$ cat src/rtl/core/sli_pkg.sv
// ----------------------------------------------------------------------------
// sli_pkg
// Shared types and constants for the sorted byte list block: item and result
// payloads, status codes, and the command and status groups between the
// controller and the datapath.
// ----------------------------------------------------------------------------
package sli_pkg;

    localparam int LIST_DEPTH_DEF = 16;
    localparam int COUNT_FIELD_W  = 5;

    typedef enum logic [2:0] {
        ST_INSERTED  = 3'd0,
        ST_DELETED   = 3'd1,
        ST_NOT_FOUND = 3'd2,
        ST_FULL      = 3'd3,
        ST_EMPTY     = 3'd4
    } status_t;

    typedef enum logic {
        OP_INSERT = 1'b0,
        OP_DELETE = 1'b1
    } op_t;

    typedef struct packed {
        op_t        op;
        logic [7:0] value;
    } item_t;

    typedef struct packed {
        status_t                  status;
        logic [COUNT_FIELD_W-1:0] entry_count;
    } result_t;

    // which entry a memory read fetches: the one at the pointer or a neighbour
    typedef enum logic [1:0] {
        RD_PREV = 2'd0,
        RD_CUR  = 2'd1,
        RD_NEXT = 2'd2
    } rd_sel_t;

    typedef struct packed {
        logic    load;
        logic    rd_en;
        rd_sel_t rd_sel;
        logic    wr_en;
        logic    wr_value;
        logic    ptr_inc;
        logic    ptr_dec;
        logic    cnt_inc;
        logic    cnt_dec;
    } dp_cmd_t;

    typedef struct packed {
        logic full;
        logic empty;
        logic ptr_zero;
        logic ptr_end;
        logic ptr_last;
        logic ge;
        logic eq;
    } dp_stat_t;

endpackage

$ cat src/rtl/core/sli_datapath.sv
// ----------------------------------------------------------------------------
// sli_datapath
// Entry memory, entry count, walk pointer and item registers. Carries out
// the read, write, move and count commands of the controller one step at a time.
// ----------------------------------------------------------------------------
module sli_datapath
    import sli_pkg::*;
#(
    parameter int LIST_DEPTH = LIST_DEPTH_DEF
)
(
    input  logic                           clk,
    input  logic                           rst_n,
    input  item_t                          item,
    input  dp_cmd_t                        cmd,
    output dp_stat_t                       stat,
    output logic [$clog2(LIST_DEPTH+1)-1:0] count
);

    localparam int CNT_W = $clog2(LIST_DEPTH + 1);
    localparam int IDX_W = $clog2(LIST_DEPTH);

    logic [7:0]       mem [LIST_DEPTH];
    logic [7:0]       rd_data_reg;
    logic [7:0]       value_reg;
    logic [CNT_W-1:0] ptr_reg, ptr_next;
    logic [CNT_W-1:0] count_reg, count_next;
    logic [CNT_W-1:0] rd_addr;
    logic [CNT_W:0]   ptr_plus;

    assign ptr_plus = {1'b0, ptr_reg} + (CNT_W+1)'(1);

    always_comb
    begin
        case (cmd.rd_sel)
            RD_PREV: rd_addr = ptr_reg - CNT_W'(1);
            RD_CUR:  rd_addr = ptr_reg;
            RD_NEXT: rd_addr = ptr_plus[CNT_W-1:0];
            default: rd_addr = ptr_reg;
        endcase
    end

    always_comb
    begin
        ptr_next = ptr_reg;
        if (cmd.load)
        begin
            // insert walks down from the top, delete searches up from the bottom
            ptr_next = (item.op == OP_DELETE) ? '0 : count_reg;
        end
        else if (cmd.ptr_inc)
        begin
            ptr_next = ptr_plus[CNT_W-1:0];
        end
        else if (cmd.ptr_dec)
        begin
            ptr_next = ptr_reg - CNT_W'(1);
        end

        count_next = count_reg;
        if (cmd.cnt_inc)
        begin
            count_next = count_reg + CNT_W'(1);
        end
        else if (cmd.cnt_dec)
        begin
            count_next = count_reg - CNT_W'(1);
        end
    end

    always_ff @(posedge clk or negedge rst_n)
    begin
        if (!rst_n)
        begin
            ptr_reg   <= '0;
            count_reg <= '0;
        end
        else
        begin
            ptr_reg   <= ptr_next;
            count_reg <= count_next;
        end
    end

    always_ff @(posedge clk)
    begin
        if (cmd.load)
        begin
            value_reg <= item.value;
        end
        if (cmd.rd_en)
        begin
            rd_data_reg <= mem[rd_addr[IDX_W-1:0]];
        end
        if (cmd.wr_en)
        begin
            mem[ptr_reg[IDX_W-1:0]] <= cmd.wr_value ? value_reg : rd_data_reg;
        end
    end

    assign stat.full     = (count_reg >= CNT_W'(LIST_DEPTH));
    assign stat.empty    = (count_reg == '0);
    assign stat.ptr_zero = (ptr_reg == '0);
    assign stat.ptr_end  = (ptr_reg == count_reg);
    assign stat.ptr_last = (ptr_plus >= {1'b0, count_reg});
    assign stat.ge       = (rd_data_reg >= value_reg);
    assign stat.eq       = (rd_data_reg == value_reg);

    assign count = count_reg;

endmodule

$ cat src/rtl/core/sli_controller.sv
// ----------------------------------------------------------------------------
// sli_controller
// Sequencer for insert and delete: walks the list one entry at a time,
// issuing a memory read and then a compare and move for each step.
// ----------------------------------------------------------------------------
module sli_controller
    import sli_pkg::*;
(
    input  logic     clk,
    input  logic     rst_n,
    input  logic     start,
    input  op_t      op,
    input  dp_stat_t stat,
    output dp_cmd_t  cmd,
    output logic     busy,
    output logic     done,
    output status_t  status
);

    typedef enum logic [7:0] {
        S_IDLE     = 8'b0000_0001,
        S_INS_TEST = 8'b0000_0010,
        S_INS_WR   = 8'b0000_0100,
        S_DEL_TEST = 8'b0000_1000,
        S_DEL_CHK  = 8'b0001_0000,
        S_SHF_TEST = 8'b0010_0000,
        S_SHF_WR   = 8'b0100_0000,
        S_DONE     = 8'b1000_0000
    } state_t;

    state_t  state_reg, state_next;
    status_t status_reg, status_next;

    always_comb
    begin
        state_next  = state_reg;
        status_next = status_reg;
        cmd         = '0;
        cmd.rd_sel  = RD_CUR;
        case (state_reg)
            S_IDLE:
            begin
                if (start)
                begin
                    cmd.load = 1'b1;
                    if (op == OP_INSERT)
                    begin
                        if (stat.full)
                        begin
                            status_next = ST_FULL;
                            state_next  = S_DONE;
                        end
                        else
                        begin
                            state_next = S_INS_TEST;
                        end
                    end
                    else if (stat.empty)
                    begin
                        status_next = ST_EMPTY;
                        state_next  = S_DONE;
                    end
                    else
                    begin
                        state_next = S_DEL_TEST;
                    end
                end
            end
            S_INS_TEST:
            begin
                if (stat.ptr_zero)
                begin
                    cmd.wr_en    = 1'b1;
                    cmd.wr_value = 1'b1;
                    cmd.cnt_inc  = 1'b1;
                    status_next  = ST_INSERTED;
                    state_next   = S_DONE;
                end
                else
                begin
                    cmd.rd_en  = 1'b1;
                    cmd.rd_sel = RD_PREV;
                    state_next = S_INS_WR;
                end
            end
            S_INS_WR:
            begin
                // entry below is not smaller: move it up one place
                if (stat.ge)
                begin
                    cmd.wr_en   = 1'b1;
                    cmd.ptr_dec = 1'b1;
                    state_next  = S_INS_TEST;
                end
                else
                begin
                    cmd.wr_en    = 1'b1;
                    cmd.wr_value = 1'b1;
                    cmd.cnt_inc  = 1'b1;
                    status_next  = ST_INSERTED;
                    state_next   = S_DONE;
                end
            end
            S_DEL_TEST:
            begin
                if (stat.ptr_end)
                begin
                    status_next = ST_NOT_FOUND;
                    state_next  = S_DONE;
                end
                else
                begin
                    cmd.rd_en  = 1'b1;
                    cmd.rd_sel = RD_CUR;
                    state_next = S_DEL_CHK;
                end
            end
            S_DEL_CHK:
            begin
                if (stat.eq)
                begin
                    state_next = S_SHF_TEST;
                end
                else
                begin
                    cmd.ptr_inc = 1'b1;
                    state_next  = S_DEL_TEST;
                end
            end
            S_SHF_TEST:
            begin
                if (stat.ptr_last)
                begin
                    cmd.cnt_dec = 1'b1;
                    status_next = ST_DELETED;
                    state_next  = S_DONE;
                end
                else
                begin
                    cmd.rd_en  = 1'b1;
                    cmd.rd_sel = RD_NEXT;
                    state_next = S_SHF_WR;
                end
            end
            S_SHF_WR:
            begin
                cmd.wr_en   = 1'b1;
                cmd.ptr_inc = 1'b1;
                state_next  = S_SHF_TEST;
            end
            S_DONE:
            begin
                state_next = S_IDLE;
            end
            default:
            begin
                state_next = S_IDLE;
            end
        endcase
    end

    always_ff @(posedge clk or negedge rst_n)
    begin
        if (!rst_n)
        begin
            state_reg  <= S_IDLE;
            status_reg <= ST_INSERTED;
        end
        else
        begin
            state_reg  <= state_next;
            status_reg <= status_next;
        end
    end

    assign busy   = (state_reg != S_IDLE);
    assign done   = (state_reg == S_DONE);
    assign status = status_reg;

endmodule

$ cat src/rtl/core/sorted_list_insert_delete.sv
// ----------------------------------------------------------------------------
// sorted_list_insert_delete
// Ascending list of byte values with ordered insert and first-match delete.
// ----------------------------------------------------------------------------
// Usage:
//   An item (op, value) is taken at a rising edge with start high and busy
//   low. Busy stays high until the result has been shown. The result
//   (status, entry_count) is on the result port for one cycle with done high;
//   the receiver cannot stall and must take it then.
//   Insert places the value ahead of the first entry not smaller than it;
//   delete removes the lowest-placed equal entry. A full list refuses an
//   insert, an empty list reports empty on delete.
//   Sequence from accept to done: a refused item goes straight to done;
//   otherwise each entry walked over takes a memory read, then a compare
//   and move.
//   The walk runs over a single-port entry memory; one item
//   is in the block at a time and the next may be taken the cycle after done.
//   Reset empties the list at once: the count clears and no clearing pass
//   runs, since entries above the count are never read.
// ----------------------------------------------------------------------------
module sorted_list_insert_delete
    import sli_pkg::*;
#(
    parameter int LIST_DEPTH = LIST_DEPTH_DEF
)
(
    input  logic    clk,
    input  logic    rst_n,
    input  logic    start,
    output logic    busy,
    input  item_t   item,
    output logic    done,
    output result_t result
);

    localparam int CNT_W = $clog2(LIST_DEPTH + 1);

    dp_cmd_t          cmd;
    dp_stat_t         stat;
    status_t          status;
    logic [CNT_W-1:0] count;

    sli_controller u_ctrl (
        .clk    (clk),
        .rst_n  (rst_n),
        .start  (start),
        .op     (item.op),
        .stat   (stat),
        .cmd    (cmd),
        .busy   (busy),
        .done   (done),
        .status (status)
    );

    sli_datapath #(
        .LIST_DEPTH (LIST_DEPTH)
    ) u_dp (
        .clk   (clk),
        .rst_n (rst_n),
        .item  (item),
        .cmd   (cmd),
        .stat  (stat),
        .count (count)
    );

    // count field is five bits wide whatever the depth
    assign result.status      = status;
    assign result.entry_count = COUNT_FIELD_W'(count);

endmodule

$ cat config.mk
export PLATFORM = sky130hd
export DESIGN_NAME = sorted_list_insert_delete
export DESIGN_NICKNAME = d
export VERILOG_FILES = /design/src/rtl/core/sli_pkg.sv /design/src/rtl/core/sli_datapath.sv /design/src/rtl/core/sli_controller.sv /design/src/rtl/core/sorted_list_insert_delete.sv
export SDC_FILE = /design/constraint.sdc
export NUM_CORES = 1
export LEC_CHECK = 0
export ABC_CLOCK_PERIOD_IN_PS = 12300
export BUFFER_PORTS_ARGS = -buffer_cell sky130_fd_sc_hd__buf_2
export CORE_MARGIN = 8
export CORE_UTILIZATION = 68
export CTS_CLUSTER_SIZE = 25
export DETAILED_ROUTE_END_ITERATION = 8
export GPL_TIMING_DRIVEN = 0
export PLACE_DENSITY = 0.86
export SLEW_MARGIN = 20
export SYNTH_ARGS = -nofsm -noshare
export SYNTH_HDL_FRONTEND = slang
export SYNTH_HIERARCHICAL = 1
export SYNTH_SLANG_ARGS = --single-unit
$ cat constraint.sdc
create_clock -name clk -period 12.3 [get_ports clk]
set_input_delay 1.23 -clock clk [delete_from_list [all_inputs] [get_ports clk]]
set_output_delay 1.23 -clock clk [all_outputs]
set_load 0.02 [all_outputs]
==> run summary, run 1 <==
### Synthesis
* number of distinct library cells after synthesis: 69
* gate count after technology mapping: 622
* Synth Warn #: 6
* top flip-flop cell by instance count after synthesis: sky130_fd_sc_hd__edfxtp_1
* post-synth design cell area: 0.00888 sq mm
* count of flip-flops with a built-in enable after synthesis: 144
* synthesized area per cell: 14.3 sq um
* sequential cell area fraction in the yosys report: 54.6%
* syn_nets: 655
* flop and latch count out of synthesis: 165
* ys async rst share: 12.7%

### Global routing
* maximum number of pins on one net before global-route repair: 22
* gr ovfl total: 0
* number of global-route vias before repair: 5,673
* number of antenna violations at the first check in global routing: 0
* all-layer global routing usage: 25.0%
* first-pass GRT wire length: 31.4 mm

### Cells and area
* final-layout fill cell count: 764
* total number of nets in the final design: 696
* leading cell types in the layout, fill and taps excluded: 144 x sky130_fd_sc_hd__edfxtp_1, 134 x sky130_fd_sc_hd__mux2i_1, 38 x sky130_fd_sc_hd__nor2_1, 28 x sky130_fd_sc_hd__buf_2, 28 x sky130_fd_sc_hd__mux4_2
* area of all placed cells without fillers: 0.00983 sq mm
* total area of multi-input combinational cells: 0.00379 sq mm
* share of layout cells above drive strength 1: 19.7%
* Largest register FFs: 128
* Area Overhead vs Synth: 10.7%
* Final Instance Count excl. Fillers: 848
* commonest non-fill, non-tap cell in the layout: sky130_fd_sc_hd__edfxtp_1
* Ant. Diodes: 0
* register area: 0.00485 sq mm

### Drt
* DR WL met2: 9.86 mm
* vias per cell: 6.66
* met3 WL: 1.53 mm
* total number of vias: 5,644
* total wire length after detailed routing: 20.3 mm
* WL met1: 8.33 mm
* routed wirelength normalized by instance count: 23.9 microns
* number of iterations in the first detailed-routing pass: 5
* number of nets with antenna violations after routing: 0
* highest routing layer actually used: met4
* DRC violation count after routing: 0
* Initial DRC Count: 569

### Critical path
* startpoint class of the critical path: flip-flop
* arrival time of data at the critical path endpoint: 6.56 ns
* Data required, critical path: 12.59 ns
* cell chain of the critical path: inv_1, buf_1, clkbuf_1, ha_1, ha_1, a21o_1, a21o_1, a21o_1, a221o_1, nor2_1, xnor2_1, buf_2, buf_2, mux2i_1, mux4_2, mux2i_1, mux2_2
* highest fanout seen on the critical path: 11
* Crit Path Class: reg2reg
* cell with the biggest individual delay on the critical path: sky130_fd_sc_hd__clkbuf_1
* critical path endpoint category: flip-flop
* cell family with the largest share of critical-path delay: buffers and inverters
* most common cell type on the critical path: sky130_fd_sc_hd__a21o_1
* maximum single-stage delay on the critical path: 0.62 ns
* CP Buf/Inv Count: 5

### STA
* worst slew pin tran: 0.954 ns
* Layout Skew: 0.00966 ns
* setup violators final: 0
* number of hold-slack violations in the final timing report: 0
* headroom to the max-slew limit: 36.1%
* RSZ-0062 raised after global routing: false
* Max Clk Rate: 159 MHz
* period utilisation layout: 51.0%
* worst hold slack after final layout: 0.517 ns
* Min Clock Period, post-route: 6.27 ns
* Final Max Slew Viols: 0
* total negative setup slack: 0 ns

### Pwr
* power after layout: 2140 uW
* Pleak: 0.00375 uW
* Peak supply drop: 0.145 mV
* power per unit of standard cell area: 218 mW/mm^2

### Place
* final RePlAce weighted congestion: 0.886
* number of input and output port buffers inserted: 21
* DP Area: 0.00922 sq mm
* placed wire-length estimate: 14.1 mm
* number of cells in the design after placement: 816

### Run status
* status: finished clean

### Clock network
* H-tree Lvls: 4
* clock buffer count from CTS: 17
* cts repair resizes: 0
* Max clock buf depth: 2
* clk root buf: sky130_fd_sc_hd__clkbuf_16
* CTS tree: yes
* clock transition at the registers of the reported paths: 0.06 ns
* Worst-Skew Late Latency: 0.43 ns
* clock sinks: 165
* number of buffers inserted for hold repair after clock tree synthesis: 0
* buffers inserted by post-CTS timing repair: 0

### Floorplanning
* Die Width: 130 microns
* number of placed I/O pins: 22
* starting utilization of the core area: 70.1%
* vertical die dimension: 130 microns
* core outline area: 0.0127 sq mm
* Die Footprint: 0.0170 sq mm
* standard-cell rows: 41

### Run
* number of max-cap violations: 0

### Hold path
* Hold Path Class: reg2reg

==> metrics by stage <==
stage                     worst slack, ns  utilization, %
after floorplan                      7.45               -
after global placement               6.16            72.6
after detailed placement             6.10            72.8
after CTS                            6.06            77.6
after global routing                 5.75            77.6
final                                6.03            77.6
==> report_power, final <==
group / switching [uW] / internal (uW) / leakage (uW)
Sequential: 41.3 / 678 / 0.00157
Clock: 208 / 339 / 0.000301
Combinational: 493 / 383 / 0.00189
==> synthesized netlist by cell type (all sizes together) (3+ instances only) <==
cell type	n	area share [%]
dfrtp	20	5.6
ha	20	2.8
nand2	17	0.72
xor2	7	0.99
nor3	12	0.73
nand2b	15	1.1
inv	21	0.89
or4	3	0.38
a21o	9	0.76
nor2b	3	0.21
mux2i	134	15
nand3	8	0.45
o211ai	3	0.25
xnor2	11	1.1
buf	17	1.2
edfxtp	144	49
a21oi	11	0.83
mux2	21	2.7
o21ai	17	0.96
mux4	28	7.1
or3	4	0.34
o22ai	3	0.28
nor2	38	1.6
nand4	5	0.35
clkbuf	16	0.68
nand3b	3	0.25
==> area by class of cell <==
| type | count | share of cell area (%) |
|---|---|---|
| multi-input cells | 403 | 38.6 |
| well taps | 172 | 2.19 |
| clock inverters | 13 | 1.81 |
| inverters | 21 | 0.802 |
| repair buffers | 22 | 1.15 |
| clock buffers | 19 | 4.40 |
| flip-flops and latches | 165 | 49.4 |
| plain buffers | 33 | 1.73 |
==> final timing paths <==
kind	start	end	slack, ns	cells after the start
setup reg to reg	u_dp/ptr_reg[0]$_DFFE_PN0P_	u_dp/rd_data_reg[3]$_DFFE_PP_	6.03	17
max in group asynchronous	rst_n	u_ctrl/state_reg[0]$_DFFE_PN1P_	11.16	1
setup / recovery	u_dp/ptr_reg[0]$_DFFE_PN0P_	u_dp/rd_data_reg[3]$_DFFE_PP_	6.03	17
min in group asynchronous	rst_n	u_dp/count[3]$_DFFE_PN0P_	0.77	1
hold / removal	u_ctrl/status[0]$_DFFE_PN0P_	u_ctrl/status[0]$_DFFE_PN0P_	0.52	1
hold reg to reg	u_ctrl/status[0]$_DFFE_PN0P_	u_ctrl/status[0]$_DFFE_PN0P_	0.52	1
==> per-layer routing <==
| metal | track usage (%) | up-vias |
|---|---|---|
| li1 | - | 2481 |
| met1 | 32.7 | 2826 |
| met2 | 39.4 | 283 |
| met3 | 5.63 | 54 |
| met4 | 11.1 | 0 |
| met5 | 0 | - |
==> logic make-up after synthesis <==
kind of cell	after synthesis	synth area share [%]
muxes	183	25.0
DFF	165	54.6
and+or+nand+nor	119	7.42
AOI/OAI and AO/OA	62	5.09
buffers and inverters	54	2.80
adders and majority gates	21	3.04
xor gates and xnor gates	18	2.07
No activity file was read; power rests on OpenSTA's default activity.
==> inputs of run 2 (changes only) <==
- ABC_CLOCK_PERIOD_IN_PS: 12300 -> 5100
- CORE_UTILIZATION: 68 -> 57
- PLACE_DENSITY: 0.86 -> 0.77
- clock period: 12.3 -> 5.1 ns (I/O delays scaled with it)
==> run 2 against run 1 <==
Critical endpoint unchanged; largest power group unchanged; total power is 150% higher; combinational power increased by 140%; via count decreased by 2.6%; first-iteration DRC count down 29%; setup slack lost 5.9 ns; non-clock buffer count is the same; critical path depth stayed put; wire length decreased by 1.6%; sequential cell count unchanged; global-route usage fell by 4.5 points.
==> run summary, run 2 (synthesized netlist as in run 1, its figures left out) <==
### Run status
* status: finished clean

### Drt
* routed wirelength normalized by instance count: 23.1 microns
* DRC violation count after routing: 0
* number of iterations in the first detailed-routing pass: 6
* total number of vias: 5,498
* Initial DRC Count: 404
* number of nets with antenna violations after routing: 0
* total wire length after detailed routing: 20.0 mm
* vias per cell: 6.36

### Cells and area
* Area Overhead vs Synth: 11.8%
* fraction of the core area covered by cells at the end of the flow: 65.3%
* total number of nets in the final design: 696
* commonest non-fill, non-tap cell in the layout: sky130_fd_sc_hd__edfxtp_1
* register area: 0.00485 sq mm
* share of layout cells above drive strength 1: 21.0%
* total area of multi-input combinational cells: 0.00380 sq mm
* Largest register FFs: 128
* final-layout fill cell count: 1,100
* leading cell types in the layout, fill and taps excluded: 144 x sky130_fd_sc_hd__edfxtp_1, 134 x sky130_fd_sc_hd__mux2i_1, 37 x sky130_fd_sc_hd__nor2_1, 28 x sky130_fd_sc_hd__mux4_2, 26 x sky130_fd_sc_hd__buf_2
* Ant. Diodes: 0

### Global routing
* global-route track usage on met2: 34.2%
* maximum number of pins on one net before global-route repair: 22
* number of antenna violations at the first check in global routing: 0
* gr ovfl total: 0
* all-layer global routing usage: 20.5%
* first-pass GRT wire length: 30.4 mm
* routing layer with the top usage in global route: met2
* GR Layer Usage met1: 25.0%
* number of global-route vias before repair: 5,642
* M3 GR Usage: 3.65%

### Floorplanning
* core outline area: 0.0152 sq mm
* vertical die dimension: 141 microns
* Die Footprint: 0.0198 sq mm
* starting utilization of the core area: 58.4%
* number of placed I/O pins: 22
* standard-cell rows: 45
* Die Width: 141 microns

### Place
* placed wire-length estimate: 13.8 mm
* number of input and output port buffers inserted: 21
* final RePlAce weighted congestion: 0.849

### STA
* period utilisation layout: 97.2%
* Layout Skew: 0.0110 ns
* RSZ-0062 raised after global routing: false
* headroom to the max-slew limit: 29.1%
* Min Clock Period, post-route: 4.96 ns
* Final Max Slew Viols: 0
* worst slew pin tran: 1.06 ns
* setup violators final: 0
* Max Clk Rate: 202 MHz
* number of hold-slack violations in the final timing report: 0

### Pwr
* power after layout: 5260 uW
* Peak supply drop: 0.340 mV
* power per unit of standard cell area: 530 mW/mm^2
* Pleak: 0.00378 uW

### Clock network
* clk root buf: sky130_fd_sc_hd__clkbuf_16
* clock sinks: 165
* Max clock buf depth: 2
* number of buffers inserted for hold repair after clock tree synthesis: 0
* clock transition at the registers of the reported paths: 0.06 ns
* Worst-Skew Late Latency: 0.43 ns
* CTS tree: yes
* clock buffer count from CTS: 17
* H-tree Lvls: 4

### Critical path
* maximum single-stage delay on the critical path: 0.46 ns
* Crit Path Class: reg2reg
* cell with the biggest individual delay on the critical path: sky130_fd_sc_hd__mux4_2
* Data required, critical path: 5.40 ns
* cell chain of the critical path: clkinvlp_4, buf_4, clkbuf_4, ha_1, ha_1, a21o_1, a21o_1, a21o_1, a221o_1, nor2_4, xnor2_1, buf_4, buf_4, mux2i_1, mux4_2, mux2i_1, mux2_2
* arrival time of data at the critical path endpoint: 5.25 ns
* cell family with the largest share of critical-path delay: buffers and inverters
* startpoint class of the critical path: flip-flop
* critical path endpoint category: flip-flop
* CP Buf/Inv Count: 5
* highest fanout seen on the critical path: 11

### Run
* number of max-cap violations: 0

### Hold path
* Hold Path Class: in2async

## run 2: layer usage
layer / vias up / share of wire, %
met5: - / 0
met4: 0 / 4.1
met1: 2780 / 41
met3: 48 / 4.9
li1: 2479 / -
met2: 191 / 50
## run 2: path summary, 6_finish.rpt
path | from | to | slack, ns | cells past startpoint
hold reg to reg | u_ctrl/status[1]$_DFFE_PN0P_ | u_ctrl/status[1]$_DFFE_PN0P_ | 0.51 | 1
min in group clk | item[1] | u_dp/value_reg[1]$_DFFE_PP_ | 0.25 | 1
hold / removal | rst_n | u_dp/ptr_reg[3]$_DFFE_PN0P_ | 0.05 | 1
max in group asynchronous | rst_n | u_dp/ptr_reg[0]$_DFFE_PN0P_ | 4.68 | 1
setup / recovery | u_dp/ptr_reg[0]$_DFFE_PN0P_ | u_dp/rd_data_reg[3]$_DFFE_PP_ | 0.14 | 17
setup reg to reg | u_dp/ptr_reg[0]$_DFFE_PN0P_ | u_dp/rd_data_reg[3]$_DFFE_PP_ | 0.14 | 17
## run 2: power breakdown
part | switching [uW] | internal, uW | leakage [uW] | total, uW
Combinational | 1180 | 934 | 0.00190 | 2110
Clock | 508 | 914 | 0.000311 | 1420
Sequential | 90.9 | 1640 | 0.00157 | 1730
Total | 1780 | 3480 | 0.00378 | 5260
## run 2: metrics by stage
step | std cells | setup WS, ns | hold WS, ns | instance area (sq um) | TNS (ns)
global route | 864 | 0.0372 | 0.0728 | 9930 | 0
CTS | 865 | 0.00307 | 0.0533 | 9930 | 0
detailed placement | 832 | -1.15 | 0.499 | 9240 | -8.82
finish | 864 | 0.145 | 0.0472 | 9930 | 0
floorplan | 622 | 0.246 | 0.214 | 8880 | 0
global placement | 831 | -1.14 | 0.485 | 9220 | -11.07
## run 2: final cells by class
type,count,area share (%)
flip-flops and latches,165,48.9
repair buffers,23,1.21
clock inverters,14,2.34
plain buffers,32,1.83
clock buffers,18,4.32
multi-input cells,403,38.2
well taps,188,2.37
inverters,21,0.831
## run 2: worst reg2reg max path, cell delays in order, from the launching register on
cell                         delay (ns)
sky130_fd_sc_hd__dfrtp_2           0.41
sky130_fd_sc_hd__clkinvlp_4        0.19
sky130_fd_sc_hd__buf_4             0.25
sky130_fd_sc_hd__clkbuf_4          0.25
sky130_fd_sc_hd__ha_1              0.39
sky130_fd_sc_hd__ha_1              0.29
sky130_fd_sc_hd__a21o_1            0.15
sky130_fd_sc_hd__a21o_1            0.17
sky130_fd_sc_hd__a21o_1            0.18
sky130_fd_sc_hd__a221o_1           0.38
sky130_fd_sc_hd__nor2_4            0.22
sky130_fd_sc_hd__xnor2_1           0.24
sky130_fd_sc_hd__buf_4             0.30
sky130_fd_sc_hd__buf_4             0.29
sky130_fd_sc_hd__mux2i_1           0.14
sky130_fd_sc_hd__mux4_2            0.46
sky130_fd_sc_hd__mux2i_1           0.30
sky130_fd_sc_hd__mux2_2            0.23
## run 2: timing repair
| action | in CTS | in global routing |
|---|---|---|
| setup buffers | 1 | 0 |
| endpoints found under the setup margin | 9 | 8 |
| resized for setup | 11 | 3 |
